===== config.mk =====
export PLATFORM = sky130hd
export DESIGN_NAME = text_stream_statistics
export DESIGN_NICKNAME = d
export VERILOG_FILES = /design/src/hw/rtl/tss_pkg.sv /design/src/hw/rtl/tss_window.sv /design/src/hw/rtl/tss_count.sv /design/src/hw/rtl/text_stream_statistics.sv
export SDC_FILE = /design/constraint.sdc
export NUM_CORES = 1
export LEC_CHECK = 0
export ABC_AREA = 1
export BUFFER_PORTS_ARGS = -buffer_cell sky130_fd_sc_hd__buf_2
export CAP_MARGIN = 20
export CORE_ASPECT_RATIO = 1.25
export CORE_MARGIN = 10
export CORE_UTILIZATION = 45
export CTS_CLUSTER_SIZE = 30
export DETAILED_ROUTE_END_ITERATION = 6
export SYNTH_ARGS = -nofsm -noshare
export SYNTH_HDL_FRONTEND = slang
export SYNTH_SLANG_ARGS = --single-unit

===== constraint.sdc =====
create_clock -name i_clk -period 4.38 [get_ports i_clk]
set_input_delay 0.438 -clock i_clk [delete_from_list [all_inputs] [get_ports i_clk]]
set_output_delay 0.438 -clock i_clk [all_outputs]
set_load 0.01 [all_outputs]

===== src/hw/rtl/tss_pkg.sv =====
// tss_pkg: shared types, constants and helpers for the text stream statistics block.
// No dependencies.
package tss_pkg;

    localparam int DEF_MAX_PATTERN = 9;

    localparam int CNT_W = 32;
    localparam int CFG_W = 64;
    localparam int CFG_IDX_W = 2;

    localparam logic [CFG_IDX_W-1:0] CFG_PAT_LOW  = 2'd0;
    localparam logic [CFG_IDX_W-1:0] CFG_PAT_HIGH = 2'd1;
    localparam logic [CFG_IDX_W-1:0] CFG_PAT_LEN  = 2'd2;

    localparam logic [7:0] CH_SPACE   = 8'h20;
    localparam logic [7:0] CH_TAB     = 8'h09;
    localparam logic [7:0] CH_NEWLINE = 8'h0A;

    typedef struct packed {
        logic [7:0] text_byte;
        logic       is_last;
    } t_item;

    function automatic logic [CNT_W-1:0] sat_inc(input logic [CNT_W-1:0] v, input logic en);
        sat_inc = (en && (v != {CNT_W{1'b1}})) ? v + 1'b1 : v;
    endfunction

    function automatic logic is_sep(input logic [7:0] b);
        is_sep = (b == CH_SPACE) || (b == CH_TAB) || (b == CH_NEWLINE);
    endfunction

endpackage


===== src/hw/rtl/tss_window.sv =====
// tss_window: recent-byte window, fill and match-distance tracking, parallel pattern compare.
// Depends on tss_pkg.
module tss_window #(
    parameter int MAX_PATTERN = tss_pkg::DEF_MAX_PATTERN
) (
    input  logic          i_clk,
    input  logic          i_rst_n,
    input  logic          i_adv,
    input  tss_pkg::t_item i_item,
    input  logic [63:0]   i_pat_low,
    input  logic [7:0]    i_pat_high,
    input  logic [3:0]    i_pat_len,
    output logic          o_hit
);
    import tss_pkg::*;

    localparam int LW = $clog2(MAX_PATTERN + 1);
    localparam int IW = (MAX_PATTERN > 1) ? $clog2(MAX_PATTERN) : 1;

    logic [7:0]             r_win [MAX_PATTERN];
    logic [7:0]             n_win [MAX_PATTERN];
    logic [7:0]             pat   [MAX_PATTERN];
    logic [LW-1:0]          r_fill, n_fill, r_since, n_since;
    logic [LW-1:0]          fill_inc, since_inc, len;
    logic [MAX_PATTERN-1:0] pos_ok;

    for (genvar g = 0; g < MAX_PATTERN; g++) begin : g_pat
        if (g < 8) begin : g_low
            assign pat[g] = i_pat_low[8*g +: 8];
        end else if (g == 8) begin : g_high
            assign pat[g] = i_pat_high;
        end else begin : g_zero
            assign pat[g] = 8'h00;
        end
    end

    always_comb begin
        n_win[0] = i_item.text_byte;
        for (int i = 1; i < MAX_PATTERN; i++) begin
            n_win[i] = r_win[i-1];
        end

        fill_inc  = (r_fill == LW'(MAX_PATTERN)) ? r_fill : r_fill + 1'b1;
        since_inc = (r_since == LW'(MAX_PATTERN)) ? r_since : r_since + 1'b1;

        if (32'(i_pat_len) > 32'(MAX_PATTERN)) begin
            len = LW'(MAX_PATTERN);
        end else begin
            len = LW'(i_pat_len);
        end

        // newest byte sits at window slot 0 and pairs with the last pattern byte
        for (int i = 0; i < MAX_PATTERN; i++) begin
            pos_ok[i] = (LW'(i) >= len) || (n_win[i] == pat[IW'(int'(len) - 1 - i)]);
        end

        o_hit = (len != '0) && (fill_inc >= len) && (since_inc >= len) && (&pos_ok);

        n_fill  = fill_inc;
        n_since = o_hit ? '0 : since_inc;
        if (i_item.is_last) begin
            n_fill  = '0;
            n_since = LW'(MAX_PATTERN);
        end
    end

    always_ff @(posedge i_clk) begin
        if (!i_rst_n) begin
            r_fill  <= '0;
            r_since <= LW'(MAX_PATTERN);
        end else if (i_adv) begin
            r_fill  <= n_fill;
            r_since <= n_since;
        end
    end

    always_ff @(posedge i_clk) begin
        if (i_adv) begin
            r_win <= n_win;
        end
    end

endmodule


===== src/hw/rtl/tss_count.sv =====
// tss_count: saturating line, match, character and word totals plus the in-word flag.
// Depends on tss_pkg.
module tss_count (
    input  logic                 i_clk,
    input  logic                 i_rst_n,
    input  logic                 i_adv,
    input  tss_pkg::t_item       i_item,
    input  logic                 i_hit,
    output logic [tss_pkg::CNT_W-1:0] o_lines,
    output logic [tss_pkg::CNT_W-1:0] o_matches,
    output logic [tss_pkg::CNT_W-1:0] o_chars,
    output logic [tss_pkg::CNT_W-1:0] o_words
);
    import tss_pkg::*;

    logic [CNT_W-1:0] r_lines, r_matches, r_chars, r_words;
    logic [CNT_W-1:0] n_lines, n_matches, n_chars, n_words;
    logic             r_in_word, n_in_word;
    logic             sep, word_start;

    always_comb begin
        sep        = is_sep(i_item.text_byte);
        word_start = !sep && !r_in_word;
        n_lines    = sat_inc(r_lines, (i_item.text_byte == CH_NEWLINE) || i_item.is_last);
        n_matches  = sat_inc(r_matches, i_hit);
        n_chars    = sat_inc(r_chars, 1'b1);
        n_words    = sat_inc(r_words, word_start);
        n_in_word  = !sep && !i_item.is_last;
    end

    always_ff @(posedge i_clk) begin
        if (!i_rst_n) begin
            r_lines   <= '0;
            r_matches <= '0;
            r_chars   <= '0;
            r_words   <= '0;
            r_in_word <= 1'b0;
        end else if (i_adv) begin
            r_lines   <= n_lines;
            r_matches <= n_matches;
            r_chars   <= n_chars;
            r_words   <= n_words;
            r_in_word <= n_in_word;
        end
    end

    assign o_lines   = r_lines;
    assign o_matches = r_matches;
    assign o_chars   = r_chars;
    assign o_words   = r_words;

endmodule


===== src/hw/rtl/text_stream_statistics.sv =====
// text_stream_statistics: running line, word, character and search-word counts over a byte stream.
// Path: a request enters the input register, then its totals and valid flag enter the result register.
// One request per cycle unless output stalls; window compare and counter update are combinational.
// The input register takes a request while a result waits, so input stalls only when both are full.
// Reset (synchronous, active low) clears totals, window fill, valid flags; pattern length resets to 1.
// Depends on tss_pkg, tss_window, tss_count.
module text_stream_statistics #(
    parameter int MAX_PATTERN = tss_pkg::DEF_MAX_PATTERN
) (
    input  logic                          i_clk,
    input  logic                          i_rst_n,
    input  logic                          i_cfg_we,
    input  logic [tss_pkg::CFG_IDX_W-1:0] i_cfg_index,
    input  logic [tss_pkg::CFG_W-1:0]     i_cfg_data,
    input  logic                          i_in_valid,
    output logic                          o_in_stall,
    input  logic [7:0]                    i_text_byte,
    input  logic                          i_is_last,
    output logic                          o_out_valid,
    input  logic                          i_out_stall,
    output logic [tss_pkg::CNT_W-1:0]     o_lines,
    output logic [tss_pkg::CNT_W-1:0]     o_matches_res,
    output logic [tss_pkg::CNT_W-1:0]     o_characters,
    output logic [tss_pkg::CNT_W-1:0]     o_words,
    output logic                          o_final_res
);
    import tss_pkg::*;

    logic [63:0] r_pat_low;
    logic [7:0]  r_pat_high;
    logic [3:0]  r_pat_len;
    logic        r_in_valid, r_out_valid, r_final;
    t_item       r_in;
    logic        adv, in_take, hit;

    assign adv        = r_in_valid && !(r_out_valid && i_out_stall);
    assign o_in_stall = r_in_valid && !adv;
    assign in_take    = i_in_valid && !o_in_stall;

    always_ff @(posedge i_clk) begin
        if (!i_rst_n) begin
            r_pat_low  <= '0;
            r_pat_high <= '0;
            r_pat_len  <= 4'd1;
        end else if (i_cfg_we) begin
            unique case (i_cfg_index)
                CFG_PAT_LOW:  r_pat_low  <= i_cfg_data;
                CFG_PAT_HIGH: r_pat_high <= i_cfg_data[7:0];
                CFG_PAT_LEN:  r_pat_len  <= i_cfg_data[3:0];
                default: ;
            endcase
        end
    end

    always_ff @(posedge i_clk) begin
        if (!i_rst_n) begin
            r_in_valid  <= 1'b0;
            r_out_valid <= 1'b0;
        end else begin
            if (in_take) begin
                r_in_valid <= 1'b1;
            end else if (adv) begin
                r_in_valid <= 1'b0;
            end
            if (adv) begin
                r_out_valid <= 1'b1;
            end else if (!i_out_stall) begin
                r_out_valid <= 1'b0;
            end
        end
    end

    always_ff @(posedge i_clk) begin
        if (in_take) begin
            r_in.text_byte <= i_text_byte;
            r_in.is_last   <= i_is_last;
        end
        if (adv) begin
            r_final <= r_in.is_last;
        end
    end

    tss_window #(
        .MAX_PATTERN(MAX_PATTERN)
    ) u_window (
        .i_clk      (i_clk),
        .i_rst_n    (i_rst_n),
        .i_adv      (adv),
        .i_item     (r_in),
        .i_pat_low  (r_pat_low),
        .i_pat_high (r_pat_high),
        .i_pat_len  (r_pat_len),
        .o_hit      (hit)
    );

    tss_count u_count (
        .i_clk     (i_clk),
        .i_rst_n   (i_rst_n),
        .i_adv     (adv),
        .i_item    (r_in),
        .i_hit     (hit),
        .o_lines   (o_lines),
        .o_matches (o_matches_res),
        .o_chars   (o_characters),
        .o_words   (o_words)
    );

    assign o_out_valid = r_out_valid;
    assign o_final_res = r_final;

endmodule


==> flow_summary.json <==
{
  "status": "completed",
  "antenna_found_initial": 11,
  "finalSetupViolCount": 0,
  "period_minus_slack_ns": 4.02,
  "start_util": 0.455,
  "cts_tree": "built",
  "hold_start": "i_text_byte[6]",
  "grt_use_total": 0.284,
  "min_to": "r_in[7]",
  "wire_per_inst_um": 20.7,
  "rsz0062_at_grt": "no",
  "r2r-end": "u_count.o_matches[3]",
  "cp.required_ns": 4.90,
  "p_leak_nw": 8.81,
  "hold_class": "primary input to flip-flop",
  "crit_fanout": 18,
  "vias_per_cell": 5.60,
  "dieArea_sq_um": 47000,
  "syn2layout_area_growth_pct": 15.2,
  "rows": 80,
  "cp-start-kind": "flip-flop",
  "path_class": "flip-flop to flip-flop",
  "portBuffers": 210,
  "drive_above_1_share": 0.122,
  "htree_levels": 1,
  "grt_pass1_vias": 18100,
  "clk_pin_slew_worst_paths_ns": 0.07,
  "drc": 0,
  "drv_cap": 0,
  "synth_fp_nets": 2754,
  "cts_buffers": 31,
  "route.vias.total": 18700,
  "irDropWorstVdd_mv": 0.294,
  "gp_congestion": 1.04,
  "slew_violations": 0,
  "max_slew_margin": 0.326,
  "hold_viol": 0,
  "r2r_setup_slack_ns": 0.36,
  "cp-end-kind": "flip-flop",
  "whs_ns": 0.0331,
  "die_w_um": 196,
  "clk_latency_ns": 0.59,
  "fin_skew_ns": 0.0122,
  "die_h_um": 240,
  "grt_pass1_wl_um": 105000,
  "fmax_mhz": 249,
  "drt_iter0_drc": 1444,
  "rr_worst_depth": 27,
  "post-route-period-util": 0.918,
  "io_pins": 211,
  "power_density_nw_per_um2": 349,
  "hold_buffers": 0,
  "cts_sinks": 289,
  "yosysUniqueCellTypes": 46,
  "layout.nets": 2927,
  "grt_max_degree": 124,
  "cts_root_buf": "clkbuf_16",
  "netlist_instances": 2653,
  "dp.final_hpwl_um": 53400,
  "wirelength_um": 69200,
  "rr_startpoint": "r_pat_len[2]",
  "syn_area_per_cell_sq_um": 6.56,
  "core_area_sq_um": 38200,
  "tightest_slew_ns": 1.01,
  "tns_ns": 0,
  "first_pass_iters": 7,
  "cts_buffer_depth": 3,
  "syn_area_sq_um": 17400,
  "synth-warning-count": 0,
  "ys_seq_elements": 289,
  "yosysSeqAreaShare": 0.375,
  "whs_path_depth": 1,
  "critPathArrivalTime_ns": 4.54,
  "grt_overflow": 0,
  "ant_nets": 0
}
==> area by class of cell <==
class,instances,area (sq um)
Antenna cell,5,12.5
Clock buffer,36,835
Clock inverter,21,268
Fill cell,3894,18200
Inverter,305,1150
Multi-Input combinational cell,1955,9290
Sequential cell,289,6530
Tap cell,492,616
Timing Repair Buffer,244,1370
==> flip-flops by register name, summed over array words and instances, names as in the netlist, 4 cells and up <==
| name | count |
|---|---|
| u_count.o_matches | 32 |
| u_count.o_words | 32 |
| r_pat_low | 64 |
| u_count.o_chars | 32 |
| u_window.r_since | 4 |
| r_in | 9 |
| u_window.r_fill | 4 |
| u_window.n_win | 64 |
| r_pat_len | 4 |
| r_pat_high | 8 |
| u_count.o_lines | 32 |
==> worst max-delay path, cell delays in order, from the launching register on <==
cell and delay [ns]:
dfxtp_1 0.46, nor2_1 0.09, nor2_1 0.18, nor2_4 0.05, ha_1 0.27, inv_1 0.10
nand2_2 0.06, nand2_2 0.24, nand2_2 0.17, nand2_1 0.15, buf_4 0.25, nand3_1 0.12
nand3_1 0.19, nand3b_1 0.10, nand2_1 0.12, nand2_1 0.07, nor2_1 0.14, nand2_1 0.08
nand2_1 0.05, nand2_1 0.09, nor2_2 0.13, nand2_1 0.10, nor2_4 0.16, nand3_2 0.09
buf_4 0.24, nor2_1 0.10, nor2_1 0.05, nor2_1 0.09
==> cells by family after synthesis <==
logic type	Yosys count	synth area share
adder cells (fa/ha/maj)	21	0.0151
XOR/XNOR	37	0.0195
AO/OA/AOI/OAI	335	0.102
AND/OR/NAND/NOR	1562	0.394
buffers and inverters	409	0.0947
flip-flops	289	0.375
==> synth_stat cells (all sizes together) <==
cell,number,share of area
a21o,1,0.00043
nand3,419,0.12
nand4,68,0.024
nor2,279,0.062
o221ai,1,0.00050
xor2,23,0.012
dfxtp,215,0.25
clkbuf,50,0.011
clkinv,2,0.00043
o211ai,5,0.0022
edfxtp,74,0.13
a21oi,147,0.042
a211oi,6,0.0026
or4,2,0.00086
or2,2,0.00072
and3,5,0.0018
a21boi,2,0.00086
o21ai,155,0.045
nor4,11,0.0043
inv,303,0.065
o21bai,2,0.00086
xnor2,14,0.0075
nand3b,19,0.0082
nor3b,7,0.0030
o221a,1,0.00065
o311a,1,0.00057
ha,21,0.015
nor3,54,0.016
a31oi,4,0.0014
o21a,8,0.0034
o31ai,2,0.00086
buf,54,0.018
nand2,696,0.15
==> placed cells by master (no fill, tap or decap), drive strengths merged, types with 2 or more instances in the layout <==
cell type  netlist  routed
edfxtp          74      74
xnor2           14      14
or4              2       2
diode            0       5
dfxtp          215     215
buf             54     244
and3             5       5
a211oi           6       6
nor3b            7       7
inv            303     303
nor4            11      11
clkbuf          50      36
nor2           279     279
o21a             8       8
o31ai            2       2
o21bai           2       2
a21boi           2       2
clkinv           2      13
nand4           68      68
o21ai          155     155
nand3          419     419
o211ai           5       5
ha              21      21
xor2            23      23
nor3            54      54
clkinvlp         0       4
nand3b          19      19
a31oi            4       4
bufinv           0       6
a21oi          147     147
or2              2       2
nand2          696     696
==> per-layer routing <==
layer	track usage	wire, um
met5	0	91
met4	0.202	5420
met3	0.0564	4580
met2	0.479	32800
met1	0.315	26400
==> worst max-delay path by stage <==
| stage | slack (ns) | depth (start not counted) | end | startpoint |
|---|---|---|---|---|
| 2_1_floorplan | 0.47 | 26 | u_count.o_matches[21] | r_pat_len[1] |
| 3_3_place_gp | 0.20 | 29 | u_count.o_matches[9] | r_pat_len[1] |
| 3_5_place_dp | 0.18 | 29 | u_count.o_matches[3] | r_pat_len[1] |
| 4_1_cts | 0.14 | 29 | u_count.o_matches[3] | r_pat_len[1] |
| 5_1_grt | 0.001 | 27 | u_count.o_matches[4] | r_pat_len[2] |
| 6_report | 0.36 | 27 | u_count.o_matches[3] | r_pat_len[2] |
==> metrics by stage <==
stage,setup slack [ns],total power [mW],area (sq um),std cells,utilization
6_report,0.358,7.00,20100,3347,0.525
5_1_grt,0.00116,7.27,20100,3343,0.525
4_1_cts,0.140,7.02,20000,3342,0.523
3_5_place_dp,0.179,4.16,18900,3285,0.495
3_3_place_gp,0.198,4.15,18900,3285,0.495
2_1_floorplan,0.470,3.73,17400,2653,-
==> power breakdown <==
part           switching, mW  leakage [nW]  internal, mW
combinational          0.881          5.83         0.362
clock                   1.15         0.541          1.71
sequential            0.0762          2.44          2.82
==> repair_timing <==
| action | 4_1_cts | 5_1_grt |
|---|---|---|
| buffers inserted | 0 | 0 |
| endpoints found under the setup margin | 0 | 32 |
| gates resized for setup | 0 | 9 |
No activity file was read; power rests on OpenSTA's default activity.
